`config.mk`:
```
export PLATFORM = sky130hd
export DESIGN_NAME = array_linked_list_engine_flat
export DESIGN_NICKNAME = d
export VERILOG_FILES = /design/src/alle_pkg.sv /design/src/alle_in_if.sv /design/src/alle_out_if.sv /design/src/array_linked_list_engine.sv /design/src/flat_wrapper.sv
export SDC_FILE = /design/constraint.sdc
export NUM_CORES = 1
export LEC_CHECK = 0
export ABC_AREA = 1
export ABC_CLOCK_PERIOD_IN_PS = 7100
export BUFFER_PORTS_ARGS = -buffer_cell sky130_fd_sc_hd__buf_4
export CORE_MARGIN = 10
export CORE_UTILIZATION = 62
export DETAILED_ROUTE_END_ITERATION = 8
export PLACE_DENSITY = 0.78
export SYNTH_ARGS = -nofsm -noshare
export SYNTH_HDL_FRONTEND = slang
export SYNTH_SLANG_ARGS = --single-unit
```
`constraint.sdc`:
```
create_clock -name clk -period 7.1 [get_ports clk]
set_clock_uncertainty 0.2 [all_clocks]
set_input_delay 1.065 -clock clk [delete_from_list [all_inputs] [get_ports clk]]
set_output_delay 1.065 -clock clk [all_outputs]
set_load 0.005 [all_outputs]
```
`src/alle_pkg.sv`:
```
// Package with the shared types, constants and helpers of the linked list engine.
`timescale 1ns / 1ps

package alle_pkg;

  localparam int ENTRY_COUNT = 16;
  localparam int IDX_W       = $clog2(ENTRY_COUNT);
  localparam int CNT_W       = IDX_W + 1;
  localparam int MODE_W      = 3;
  localparam int SLOT_W      = 5;
  localparam int DATA_W      = 32;
  localparam int STATUS_W    = 2;

  typedef logic        [IDX_W-1:0]  idx_t;
  typedef logic        [CNT_W-1:0]  cnt_t;
  typedef logic signed [SLOT_W-1:0] slot_t;
  typedef logic signed [DATA_W-1:0] data_t;

  localparam slot_t NULL_SLOT  = '1;
  localparam data_t EMPTY_DATA = '1;

  typedef enum logic [MODE_W-1:0] {
    MODE_SET_HEAD = 3'd0,
    MODE_WRITE    = 3'd1,
    MODE_INSERT   = 3'd2,
    MODE_DELETE   = 3'd3,
    MODE_SEARCH   = 3'd4
  } mode_t;

  typedef enum logic [STATUS_W-1:0] {
    ST_DONE      = 2'd0,
    ST_NOT_FOUND = 2'd1,
    ST_NO_SLOT   = 2'd2
  } status_t;

  typedef enum logic [3:0] {
    S_IDLE,
    S_EXEC,
    S_SCAN,
    S_EVAL,
    S_INS_NEW,
    S_INS_LINK,
    S_RELINK,
    S_CLEAR,
    S_DONE
  } state_t;

  typedef struct packed {
    logic [MODE_W-1:0] mode;
    slot_t             slot;
    data_t             key_value;
    data_t             new_value;
    slot_t             link_index;
  } cmd_t;

  // True when the index names an entry of the table.
  function automatic logic idx_ok(slot_t s);
    return !s[SLOT_W-1] && (32'(unsigned'(s)) < ENTRY_COUNT);
  endfunction

endpackage

```
`src/alle_in_if.sv`:
```
// Command channel of the linked list engine.
`timescale 1ns / 1ps

interface alle_in_if import alle_pkg::*; ();
  logic              valid;
  logic              ready;
  logic [MODE_W-1:0] mode;
  slot_t             slot;
  data_t             key_value;
  data_t             new_value;
  slot_t             link_index;

  modport source (output valid, mode, slot, key_value, new_value, link_index,
                  input ready);
  modport sink   (input valid, mode, slot, key_value, new_value, link_index,
                  output ready);
endinterface

```
`src/alle_out_if.sv`:
```
// Result channel of the linked list engine.
`timescale 1ns / 1ps

interface alle_out_if import alle_pkg::*; ();
  logic    valid;
  logic    ready;
  status_t status;
  slot_t   found_slot;
  slot_t   list_head;

  modport source (output valid, status, found_slot, list_head, input ready);
  modport sink   (input valid, status, found_slot, list_head, output ready);
endinterface

```
`src/array_linked_list_engine.sv`:
```
// Top level of the array-backed singly linked list engine.
`timescale 1ns / 1ps

// The engine keeps a table of ENTRY_COUNT entries (data word and next index) in
// one memory with a single read port, scanned one entry per cycle by a small
// sequencer. Set head, write entry and unused modes finish without a scan.
// Search, insert and delete scan the whole table; a successful insert then
// writes the new entry and relinks the match, and a successful delete
// scans the table a second time to relink predecessors and then clears the
// entry. A new command is accepted only once the previous one has produced
// its result; the result is loaded into an output register, and the engine
// waits in its done state while an earlier result has not yet been taken.
// Reset empties the table at once through per-entry valid flags, so there is
// no clearing pass: an entry never written reads as empty with a null link.
module array_linked_list_engine import alle_pkg::*; (
  input  logic          clk,
  input  logic          rst_n,
  alle_in_if.sink       in_chan,
  alle_out_if.source    out_chan
);

  // Entry table and its valid flags.
  data_t data_mem [ENTRY_COUNT];
  slot_t link_mem [ENTRY_COUNT];
  logic [ENTRY_COUNT-1:0] vld_r;

  data_t rd_data_r;
  slot_t rd_link_r;
  logic  rd_ok_r;

  state_t state_r, state_nxt;
  cmd_t   cmd_r, cmd_nxt;
  slot_t  head_r, head_nxt;
  status_t status_r, status_nxt;
  slot_t  found_r, found_nxt;
  cnt_t   cnt_r, cnt_nxt;
  logic   rd_pend_r, rd_pend_nxt;
  idx_t   rd_idx_r, rd_idx_nxt;
  logic   first_hit_r, first_hit_nxt;
  idx_t   first_idx_r, first_idx_nxt;
  slot_t  first_link_r, first_link_nxt;
  logic   last_hit_r, last_hit_nxt;
  idx_t   last_idx_r, last_idx_nxt;
  slot_t  last_link_r, last_link_nxt;
  logic   nbr_empty_r, nbr_empty_nxt;

  logic    out_valid_r, out_valid_nxt;
  status_t out_status_r, out_status_nxt;
  slot_t   out_found_r, out_found_nxt;
  slot_t   out_head_r, out_head_nxt;

  logic  wr_data_en, wr_link_en, clr_en;
  idx_t  wr_addr;
  data_t wr_data;
  slot_t wr_link;

  data_t eff_data;
  slot_t eff_link;
  logic  hit;
  logic  scan_end;
  idx_t  ins_idx;
  logic  in_acc;
  logic  out_load;

  assign in_acc   = in_chan.valid && in_chan.ready;
  assign in_chan.ready = (state_r == S_IDLE);

  // An entry that was never written reads as empty with a null link.
  assign eff_data = rd_ok_r ? rd_data_r : EMPTY_DATA;
  assign eff_link = rd_ok_r ? rd_link_r : NULL_SLOT;
  assign hit      = (eff_data == cmd_r.key_value);
  assign scan_end = (cnt_r == CNT_W'(ENTRY_COUNT)) && !rd_pend_r;
  assign ins_idx  = first_idx_r + IDX_W'(1);
  assign out_load = (state_r == S_DONE) && (!out_valid_r || out_chan.ready);

  // Next state.
  always_comb begin
    state_nxt = state_r;
    unique case (state_r)
      S_IDLE: begin
        if (in_acc) state_nxt = S_EXEC;
      end
      S_EXEC: begin
        if (cmd_r.mode == MODE_INSERT || cmd_r.mode == MODE_DELETE ||
            cmd_r.mode == MODE_SEARCH) begin
          state_nxt = S_SCAN;
        end else begin
          state_nxt = S_DONE;
        end
      end
      S_SCAN: begin
        if (scan_end) state_nxt = S_EVAL;
      end
      S_EVAL: begin
        state_nxt = S_DONE;
        if (cmd_r.mode == MODE_INSERT && first_hit_r &&
            first_idx_r != IDX_W'(ENTRY_COUNT - 1) && nbr_empty_r) begin
          state_nxt = S_INS_NEW;
        end else if (cmd_r.mode == MODE_DELETE && last_hit_r) begin
          state_nxt = S_RELINK;
        end
      end
      S_INS_NEW:  state_nxt = S_INS_LINK;
      S_INS_LINK: state_nxt = S_DONE;
      S_RELINK: begin
        if (scan_end) state_nxt = S_CLEAR;
      end
      S_CLEAR: state_nxt = S_DONE;
      S_DONE: begin
        if (out_load) state_nxt = S_IDLE;
      end
      default: state_nxt = S_IDLE;
    endcase
  end

  // Datapath and memory controls.
  always_comb begin
    cmd_nxt        = cmd_r;
    head_nxt       = head_r;
    status_nxt     = status_r;
    found_nxt      = found_r;
    cnt_nxt        = cnt_r;
    rd_pend_nxt    = 1'b0;
    rd_idx_nxt     = rd_idx_r;
    first_hit_nxt  = first_hit_r;
    first_idx_nxt  = first_idx_r;
    first_link_nxt = first_link_r;
    last_hit_nxt   = last_hit_r;
    last_idx_nxt   = last_idx_r;
    last_link_nxt  = last_link_r;
    nbr_empty_nxt  = nbr_empty_r;
    wr_data_en     = 1'b0;
    wr_link_en     = 1'b0;
    clr_en         = 1'b0;
    wr_addr        = first_idx_r;
    wr_data        = cmd_r.new_value;
    wr_link        = NULL_SLOT;

    // The read side of a scan: issue one address a cycle, tag the returning data.
    if ((state_r == S_SCAN || state_r == S_RELINK) &&
        cnt_r != CNT_W'(ENTRY_COUNT)) begin
      cnt_nxt     = cnt_r + CNT_W'(1);
      rd_pend_nxt = 1'b1;
      rd_idx_nxt  = cnt_r[IDX_W-1:0];
    end

    unique case (state_r)
      S_IDLE: begin
        if (in_acc) begin
          cmd_nxt.mode       = in_chan.mode;
          cmd_nxt.slot       = in_chan.slot;
          cmd_nxt.key_value  = in_chan.key_value;
          cmd_nxt.new_value  = in_chan.new_value;
          cmd_nxt.link_index = in_chan.link_index;
        end
      end
      S_EXEC: begin
        status_nxt    = ST_DONE;
        found_nxt     = NULL_SLOT;
        cnt_nxt       = '0;
        first_hit_nxt = 1'b0;
        last_hit_nxt  = 1'b0;
        nbr_empty_nxt = 1'b0;
        unique case (cmd_r.mode)
          MODE_SET_HEAD: begin
            if (cmd_r.slot == NULL_SLOT || idx_ok(cmd_r.slot)) begin
              head_nxt  = cmd_r.slot;
              found_nxt = cmd_r.slot;
            end else begin
              status_nxt = ST_NO_SLOT;
            end
          end
          MODE_WRITE: begin
            if (idx_ok(cmd_r.slot)) begin
              wr_data_en = 1'b1;
              wr_link_en = 1'b1;
              wr_addr    = IDX_W'(unsigned'(cmd_r.slot));
              wr_link    = idx_ok(cmd_r.link_index) ? cmd_r.link_index : NULL_SLOT;
              found_nxt  = cmd_r.slot;
            end else begin
              status_nxt = ST_NO_SLOT;
            end
          end
          default: ;
        endcase
      end
      S_SCAN: begin
        if (rd_pend_r) begin
          // The neighbor check relies on the first hit being registered before the neighbor's data returns.
          if (first_hit_r && rd_idx_r == ins_idx) begin
            nbr_empty_nxt = (eff_data == EMPTY_DATA);
          end
          if (hit && !first_hit_r) begin
            first_hit_nxt  = 1'b1;
            first_idx_nxt  = rd_idx_r;
            first_link_nxt = eff_link;
          end
          if (hit) begin
            last_hit_nxt  = 1'b1;
            last_idx_nxt  = rd_idx_r;
            last_link_nxt = eff_link;
          end
        end
      end
      S_EVAL: begin
        cnt_nxt = '0;
        unique case (cmd_r.mode)
          MODE_DELETE: begin
            if (!last_hit_r) status_nxt = ST_NOT_FOUND;
          end
          MODE_INSERT: begin
            if (!first_hit_r) begin
              status_nxt = ST_NOT_FOUND;
            end else if (first_idx_r == IDX_W'(ENTRY_COUNT - 1) || !nbr_empty_r) begin
              status_nxt = ST_NO_SLOT;
            end
          end
          default: begin
            if (first_hit_r) begin
              found_nxt = SLOT_W'(first_idx_r);
            end else begin
              status_nxt = ST_NOT_FOUND;
            end
          end
        endcase
      end
      S_INS_NEW: begin
        wr_data_en = 1'b1;
        wr_link_en = 1'b1;
        wr_addr    = ins_idx;
        wr_data    = cmd_r.new_value;
        wr_link    = first_link_r;
        found_nxt  = SLOT_W'(ins_idx);
      end
      S_INS_LINK: begin
        // The match holds the key, so writing the key back keeps its data.
        wr_data_en = 1'b1;
        wr_link_en = 1'b1;
        wr_addr    = first_idx_r;
        wr_data    = cmd_r.key_value;
        wr_link    = SLOT_W'(ins_idx);
      end
      S_RELINK: begin
        if (rd_pend_r && eff_link == SLOT_W'(last_idx_r)) begin
          wr_link_en = 1'b1;
          wr_addr    = rd_idx_r;
          wr_link    = last_link_r;
        end
      end
      S_CLEAR: begin
        clr_en    = 1'b1;
        wr_addr   = last_idx_r;
        found_nxt = SLOT_W'(last_idx_r);
        if (head_r == SLOT_W'(last_idx_r)) head_nxt = last_link_r;
      end
      S_DONE: ;
      default: ;
    endcase
  end

  // Result register.
  always_comb begin
    out_valid_nxt  = out_valid_r && !out_chan.ready;
    out_status_nxt = out_status_r;
    out_found_nxt  = out_found_r;
    out_head_nxt   = out_head_r;
    if (out_load) begin
      out_valid_nxt  = 1'b1;
      out_status_nxt = status_r;
      out_found_nxt  = found_r;
      out_head_nxt   = head_r;
    end
  end

  assign out_chan.valid      = out_valid_r;
  assign out_chan.status     = out_status_r;
  assign out_chan.found_slot = out_found_r;
  assign out_chan.list_head  = out_head_r;

  // Entry table: one write port, one registered read port.
  always_ff @(posedge clk) begin
    if (wr_data_en) data_mem[wr_addr] <= wr_data;
    if (wr_link_en) link_mem[wr_addr] <= wr_link;
    rd_data_r <= data_mem[cnt_r[IDX_W-1:0]];
    rd_link_r <= link_mem[cnt_r[IDX_W-1:0]];
    rd_ok_r   <= vld_r[cnt_r[IDX_W-1:0]];
  end

  always_ff @(posedge clk) begin
    if (!rst_n) begin
      vld_r       <= '0;
      state_r     <= S_IDLE;
      head_r      <= NULL_SLOT;
      cnt_r       <= '0;
      rd_pend_r   <= 1'b0;
      out_valid_r <= 1'b0;
    end else begin
      if (wr_data_en || wr_link_en) vld_r[wr_addr] <= 1'b1;
      else if (clr_en)              vld_r[wr_addr] <= 1'b0;
      state_r     <= state_nxt;
      head_r      <= head_nxt;
      cnt_r       <= cnt_nxt;
      rd_pend_r   <= rd_pend_nxt;
      out_valid_r <= out_valid_nxt;
    end
  end

  always_ff @(posedge clk) begin
    cmd_r        <= cmd_nxt;
    status_r     <= status_nxt;
    found_r      <= found_nxt;
    rd_idx_r     <= rd_idx_nxt;
    first_hit_r  <= first_hit_nxt;
    first_idx_r  <= first_idx_nxt;
    first_link_r <= first_link_nxt;
    last_hit_r   <= last_hit_nxt;
    last_idx_r   <= last_idx_nxt;
    last_link_r  <= last_link_nxt;
    nbr_empty_r  <= nbr_empty_nxt;
    out_status_r <= out_status_nxt;
    out_found_r  <= out_found_nxt;
    out_head_r   <= out_head_nxt;
  end

  a_accept_starts_exec: assert property (@(posedge clk) disable iff (!rst_n)
    in_acc |=> state_r == S_EXEC)
    else $error("accepted item did not start execution");

  a_result_from_done: assert property (@(posedge clk) disable iff (!rst_n)
    out_valid_nxt && !out_valid_r |-> state_r == S_DONE)
    else $error("result loaded outside the done state");

  a_fail_has_no_slot: assert property (@(posedge clk) disable iff (!rst_n)
    out_valid_r && out_status_r != ST_DONE |-> out_found_r == NULL_SLOT)
    else $error("failed command reports an entry");

  a_head_in_range: assert property (@(posedge clk) disable iff (!rst_n)
    head_r == NULL_SLOT || idx_ok(head_r))
    else $error("head index out of range");

  a_write_only_when_busy: assert property (@(posedge clk) disable iff (!rst_n)
    wr_data_en || wr_link_en || clr_en |-> state_r != S_IDLE && state_r != S_DONE)
    else $error("table written while idle");

endmodule

```
`src/flat_wrapper.sv`:
```
// flat-port wrapper written by rule: the top's interface ports become plain ports
module array_linked_list_engine_flat import alle_pkg::*;
  (clk, rst_n, in_chan_valid, in_chan_mode, in_chan_slot, in_chan_key_value, in_chan_new_value, in_chan_link_index, in_chan_ready, out_chan_valid, out_chan_status, out_chan_found_slot, out_chan_list_head, out_chan_ready);
  alle_in_if in_chan_i ();
  alle_out_if out_chan_i ();
  input  logic clk;
  input  logic rst_n;
  input wire logic [$bits(in_chan_i.valid)-1:0] in_chan_valid;
  input wire logic [$bits(in_chan_i.mode)-1:0] in_chan_mode;
  input wire logic [$bits(in_chan_i.slot)-1:0] in_chan_slot;
  input wire logic [$bits(in_chan_i.key_value)-1:0] in_chan_key_value;
  input wire logic [$bits(in_chan_i.new_value)-1:0] in_chan_new_value;
  input wire logic [$bits(in_chan_i.link_index)-1:0] in_chan_link_index;
  output wire logic [$bits(in_chan_i.ready)-1:0] in_chan_ready;
  output wire logic [$bits(out_chan_i.valid)-1:0] out_chan_valid;
  output wire logic [$bits(out_chan_i.status)-1:0] out_chan_status;
  output wire logic [$bits(out_chan_i.found_slot)-1:0] out_chan_found_slot;
  output wire logic [$bits(out_chan_i.list_head)-1:0] out_chan_list_head;
  input wire logic [$bits(out_chan_i.ready)-1:0] out_chan_ready;
  assign in_chan_i.valid = in_chan_valid;
  assign in_chan_i.mode = in_chan_mode;
  assign in_chan_i.slot = in_chan_slot;
  assign in_chan_i.key_value = in_chan_key_value;
  assign in_chan_i.new_value = in_chan_new_value;
  assign in_chan_i.link_index = in_chan_link_index;
  assign in_chan_ready = in_chan_i.ready;
  assign out_chan_valid = out_chan_i.valid;
  assign out_chan_status = out_chan_i.status;
  assign out_chan_found_slot = out_chan_i.found_slot;
  assign out_chan_list_head = out_chan_i.list_head;
  assign out_chan_i.ready = out_chan_ready;
  array_linked_list_engine u_core (.clk(clk), .rst_n(rst_n), .in_chan(in_chan_i), .out_chan(out_chan_i));
endmodule
```
Yosys cells after proc, flatten, opt, wreduce, memory -nomap -nowiden

Memories as Yosys holds them, arrays and structs flattened. A register that Yosys moved wholly into a read port is not among the register bits.
Cells that the tools add are included.

Bits in registers: 154
Memory bits (writable): 592
Input bits: 81
Memories: 2

Memory list:

| name            | depth | bits a word | read ports | clocked after memory_dff | wr ports | line                           | RTL |
|---|---|---|---|---|---|---|---|
| u_core.data_mem | 16    | 32          | 1          | 1                        | 1        | array_linked_list_engine.sv:23 | `data_t data_mem [ENTRY_COUNT];` |
| u_core.link_mem | 16    | 5           | 1          | 1                        | 1        | array_linked_list_engine.sv:24 | `slot_t link_mem [ENTRY_COUNT];` |

$add $sub $neg: 2
$lt $le $gt $ge: 5
Eq/ne operators: 38
Muxes and demuxes: 66
Bitwise logic cells: 4
Reductions and logical operators: 50

Operators by type and width:

| kind                  | number |
|---|---|
| $mux W32              | 2 |
| $mux W5               | 12 |
| $mux W4               | 10 |
| $pmux W5 S4           | 2 |
| $eq A32 B1 Y1 const B | 1 |
| $eq A32 B32 Y1        | 1 |
| $mux W16              | 2 |
| $pmux W4 S8           | 1 |
| $pmux W5 S2           | 2 |
| $mux W1               | 18 |
| $reduce_and A3 Y1     | 6 |
| $and A16 B16 Y16      | 1 |
| $eq A4 B3 Y1 const B  | 4 |
| $ne A2 B1 Y1 const B  | 8 |
| $not A16 Y16          | 1 |
| $or A16 B16 Y16       | 1 |
| $pmux W4 S4           | 1 |
| $logic_and A1 B1 Y1   | 15 |
| $mux W2               | 6 |
| $ne A4 B4 Y1 const B  | 3 |
| $pmux W2 S2           | 3 |
| $reduce_and A4 Y1     | 3 |
| $eq A5 B4 Y1          | 2 |
| $lt A4 B5 Y1 const B  | 2 |
| 30 further kinds      | 58 |

Logic depth before layout (Yosys ltp)

Depth after elaboration: 13
Gate-level depth with buffers: 16
Mapped depth without buffers: 15

Least setup slack after synthesis

OpenSTA, ideal clock, no wires.

Path kind: register to register
Start: register u_core.first_idx_r[0]
End: memory u_core.data_mem[11][0] in the netlist's numbering, enable pin
Library setup time: 501 ps
Arrival: 4,677 ps
Data required time: 6,399 ps
Path slack: 1,721 ps
Cell stages (with the launch flop): 13
Buffers on the path: 0
Clock period less this slack: 5,379 ps
Cells stage by stage: edfxtp_1 ha_1 inv_1 nand2_1 nand2_1 nor2_1 a21oi_2 nand2_1 nor2_2 nand2_1 nand2_4 nand2_2 nor4_1

Word-level cells in the longest chain between the ends: 3

Ends and longest elaborated chain:

| item                                                                  | line                            | RTL |
|---|---|---|
| start, declared                                                       | array_linked_list_engine.sv:40  | `idx_t first_idx_r, first_idx_nxt;` |
| start signal, assigned                                                | array_linked_list_engine.sv:314 | `first_idx_r <= first_idx_nxt;` |
| parallel branches: the longest is 2 deep, another holds $add A4 B1 Y4 | -                               |  |
| $pmux W4 S4 (*)                                                       | array_linked_list_engine.sv:147 | `unique case (state_r)` |
| end, declared                                                         | array_linked_list_engine.sv:23  |  |

Mark *: on every way between the ends.

Final worst setup path

Start: register u_core.rd_ok_r
End: memory u_core.data_mem[14][17] in the netlist's numbering, enable pin

Word-level cells in the longest chain between the ends: 5

Ends and longest elaborated chain:

| item                   | line                            | RTL |
|---|---|---|
| start, declared        | array_linked_list_engine.sv:29  | `logic rd_ok_r;` |
| start signal, assigned | array_linked_list_engine.sv:286 | `rd_ok_r <= vld_r[cnt_r[IDX_W-1:0]];` |
| $mux W5                | array_linked_list_engine.sv:70  | `assign eff_link = rd_ok_r ? rd_link_r : NULL_SLOT;` |
| $eq A5 B4 Y1           | array_linked_list_engine.sv:244 | `if (rd_pend_r && eff_link == SLOT_W'(last_idx_r)) begin` |
| $logic_and A1 B1 Y1    | array_linked_list_engine.sv:244 |  |
| $mux W4                | array_linked_list_engine.sv:244 |  |
| $pmux W4 S4            | array_linked_list_engine.sv:147 |  |

Every way passes these cells.

==> metrics.txt <==
antenna diode count 0; CP top delay family simple AND/OR/NAND/NOR gates; Fin. Hold Viols 0; initial antenna violation count 0; Sink Count 783; Synth Net Count 2549; critical path's slowest cell dfxtp_1; status finished clean; worst vdd ir 0.264 mV; mux share of post-synthesis cell area 0.00688; Die Area 59500 µm²; area grow syn2layout 12.7%; first-pass GRT wire length 116 mm; number of synthesized flops with an enable pin 713; Fin Setup TNS 0 ps; Slew @ Worst Pin 1140 ps; Seq cells post-synth 783; register area 22800 µm²; largest family of logic cells by synthesized area simple AND/OR/NAND/NOR gates; Worst Hold Class reg2reg; Via density 6.27; XOR/XNOR Fraction of Synth Area 0.00845; Synth Area in Simple Gates 0.117; Critical path buffers and inverters 2; Congestion Overflow GR 0; Syn Area/Cell 12.6 µm²; share of cells above drive strength 1 0.144; final weighted congestion in routability-driven placement 0.965; unrepaired setup endpoints after global routing false; fmax 230 MHz; core area 49300 µm²; HP Start u_core.status_r[1]$_DFFE_PP_; min cycle time layout 4350 ps; Synth Instances 2465; Distinct cells, synth 48; Seq/Total Area, Yosys 0.734; critical path arrival 4400 ps; maxcap violations 0; CTS tree yes; Tot GR Track Use 0.251; multi-input logic area 7450 µm²; cts bufs inserted 76; WL final 76.1 mm; Worst R2R Setup Slack 2750 ps; CTS Hold Bufs 0; Resized Gates After CTS 0; synthesized area 31100 µm²; slew margin rel. 0.238; vias in the first global route 19700; DRC 0; crit path kind reg2reg; Final Util 0.711; vias 20500; critical-path maximum fanout 31; Rows 81; asr flop ratio synth 0; setup violators final 0; Cell Chain, Critical Path inv_2 -> nor2_2 -> nand3_1 -> nor2_4 -> nand2_4 -> nand2_1 -> nand3_2 -> a21oi_4 -> nand2_2 -> nor4_2 -> buf_4; Setup WS post-layout 2750 ps; CTS root buf clkbuf_16; Die Wd 244 µm; Clock Path Buffers 3; DR pass1 iterations 6; Ports 95; # port buffers 94; CP required 7160 ps; Synth Warn # 0; CP endpoint kind register; Synth Area in Adders 0.00121; Nets 2626; Setup crit start kind register; worst skew pair latency 630 ps; Fillers 3204; hpwl dp 43.3 mm; cells on worst reg2reg path 11; WHS Endpoint u_core.out_chan.status[1]$_DFFE_PP_; FF-to-FF End u_core.data_mem[14][17]$_DFFE_PP_; post-synthesis compound-gate area fraction 0.102; htree depth 3; PD cells 289 nW/µm²; hold path depth 0; LEAKAGE 12.1 nW; largest net degree at the start of global routing 151; Tcrit/Tclk final 0.612; Slew Viols, Final 0; main flop type after synthesis edfxtp_1; Die Ht 244 µm; Routed WL per cell 23.3 µm; postcts setup bufs 0; FF-to-FF Start u_core.rd_ok_r$_DFF_P_; pre-CTS setup slack 2890 ps; Routed Antenna Nets 0; Worst-path clk slew 60 ps; drt initial violations 2693; CP max stage delay 820 ps; Starting Density 0.631
worst max path at each step:
stage	start	to	slack, ps	cells after the start
global route	u_core.rd_ok_r$_DFF_P_	u_core.data_mem[14][30]$_DFFE_PP_	2550	11
floorplan	u_core.first_idx_r[0]$_DFFE_PP_	u_core.data_mem[11][0]$_DFFE_PP_	1720	12
finish	u_core.rd_ok_r$_DFF_P_	u_core.data_mem[14][17]$_DFFE_PP_	2750	11
global placement	u_core.rd_ok_r$_DFF_P_	u_core.data_mem[14][20]$_DFFE_PP_	2960	11
CTS	u_core.rd_ok_r$_DFF_P_	u_core.data_mem[14][17]$_DFFE_PP_	2850	11
detailed placement	u_core.rd_ok_r$_DFF_P_	u_core.data_mem[14][21]$_DFFE_PP_	2890	11
registers in the layout, summed over array words and instances, names as in the netlist, 2 cells and up, named ones only:
register and count:
u_core.rd_data_r 32, u_core.last_idx_r 4, u_core.first_link_r 5, u_core.state_r 4, u_core.status_r 2, u_core.out_chan.found_slot 5
u_core.rd_idx_r 4, u_core.rd_link_r 5, u_core.cmd_r 77, u_core.first_idx_r 4, u_core.last_link_r 5, u_core.data_mem 512
u_core.found_r 5, u_core.cnt_r 5, u_core.link_mem 80, u_core.out_chan.status 2, u_core.head_r 5, u_core.out_chan.list_head 5
per-stage QoR:
stage | hold WS (ps) | cell area [µm²] | cells | power [mW]
final | 219 | 35000 | 3269 | 10.1
after global routing | 225 | 35000 | 3269 | 10.4
after CTS | 221 | 35000 | 3269 | 10.1
after detailed placement | 206 | 32500 | 3128 | 6.20
after global placement | 201 | 32500 | 3128 | 6.17
after floorplan | 200 | 31100 | 2465 | 5.90
metal layers:
metal	vias to the layer above	track usage	wire [µm]	part of all wire
met5	-	0	0	0
met4	0	0.0833	2260	0.030
met3	175	0.0461	7590	0.10
met2	1230	0.407	36800	0.48
met1	9976	0.340	29500	0.39
li1	9115	-	-	-
final cells by class:
| class | count | area share |
|---|---|---|
| clock buffer | 102 | 0.0603 |
| clock inverter | 39 | 0.0111 |
| inverter | 104 | 0.0114 |
| multi-input combinational | 1441 | 0.213 |
| sequential | 783 | 0.652 |
| tap | 664 | 0.0237 |
| timing repair buffer | 136 | 0.0292 |
worst reg2reg max path, cell delays in order (launching register included):
cell,delay (ps)
dfxtp_1,820
inv_2,430
nor2_2,230
nand3_1,150
nor2_4,190
nand2_4,100
nand2_1,90
nand3_2,120
a21oi_4,220
nand2_2,150
nor4_2,690
buf_4,600
power breakdown:
part           switching [mW]  internal, mW
sequential             0.0921          5.24
combinational           0.566         0.225
clock                    1.70          2.29
synthesized netlist by cell type, types with 2 or more instances:
cell type / n / area (µm²)
buf_1: 3 / 11.3
o21ai_0: 343 / 1720
buf_4: 3 / 22.5
edfxtp_1: 713 / 21400
o22ai_1: 155 / 970
ha_1: 3 / 37.5
a21oi_1: 36 / 180
inv_1: 93 / 349
buf_2: 6 / 30.0
nor2_4: 9 / 101
nor3_2: 2 / 20.0
nand2_1: 265 / 995
mux2_2: 19 / 214
or2_2: 20 / 125
buf_6: 2 / 22.5
clkbuf_1: 123 / 462
o21ai_2: 2 / 17.5
nand2_2: 9 / 56.3
nand3_2: 2 / 20.0
o211ai_1: 10 / 75.1
a21oi_2: 3 / 26.3
xor2_1: 19 / 166
nor2_2: 10 / 62.6
xnor2_1: 11 / 96.3
a2111oi_0: 4 / 35.0
a41oi_1: 2 / 17.5
inv_2: 11 / 41.3
nor2_1: 360 / 1350
nor4_1: 15 / 93.8
nand4_1: 48 / 300
o21a_1: 2 / 15.0
nand2_4: 8 / 90.1
a21oi_4: 2 / 32.5
dfxtp_1: 70 / 1400
nor3_1: 16 / 80.1
nand2_8: 2 / 40.0
a211oi_1: 4 / 30.0
a31oi_1: 2 / 12.5
nor2_8: 2 / 40.0
nand3_1: 48 / 240
kinds of logic (layout without fill, tap and decap cells):
logic type | count (synthesis) | in the layout
DFF | 783 | 783
and+or+nand+nor | 820 | 820
muxes | 19 | 19
AOI/OAI and AO/OA | 569 | 569
buffers and inverters | 241 | 381
adders and majority gates | 3 | 3
xor gates and xnor gates | 30 | 30
placed cells by master, fill, tap and decap left out, types with 10 or more instances in the layout:
cell type	instances
or2_2	20
nand2_1	264
clkbuf_1	16
nor2_4	14
clkinv_2	15
o21ai_0	340
xor2_1	19
mux2_2	19
nand3_1	48
clkbuf_16	77
nor3_2	11
o211ai_1	10
dfxtp_1	68
xnor2_1	11
a21oi_1	36
nand4_1	48
inv_2	10
edfxtp_1	713
inv_1	92
nand2_2	10
clkinv_1	11
buf_4	136
o22ai_1	155
nor2_1	355
nor2_2	10
No activity file was read; power rests on OpenSTA's default activity.
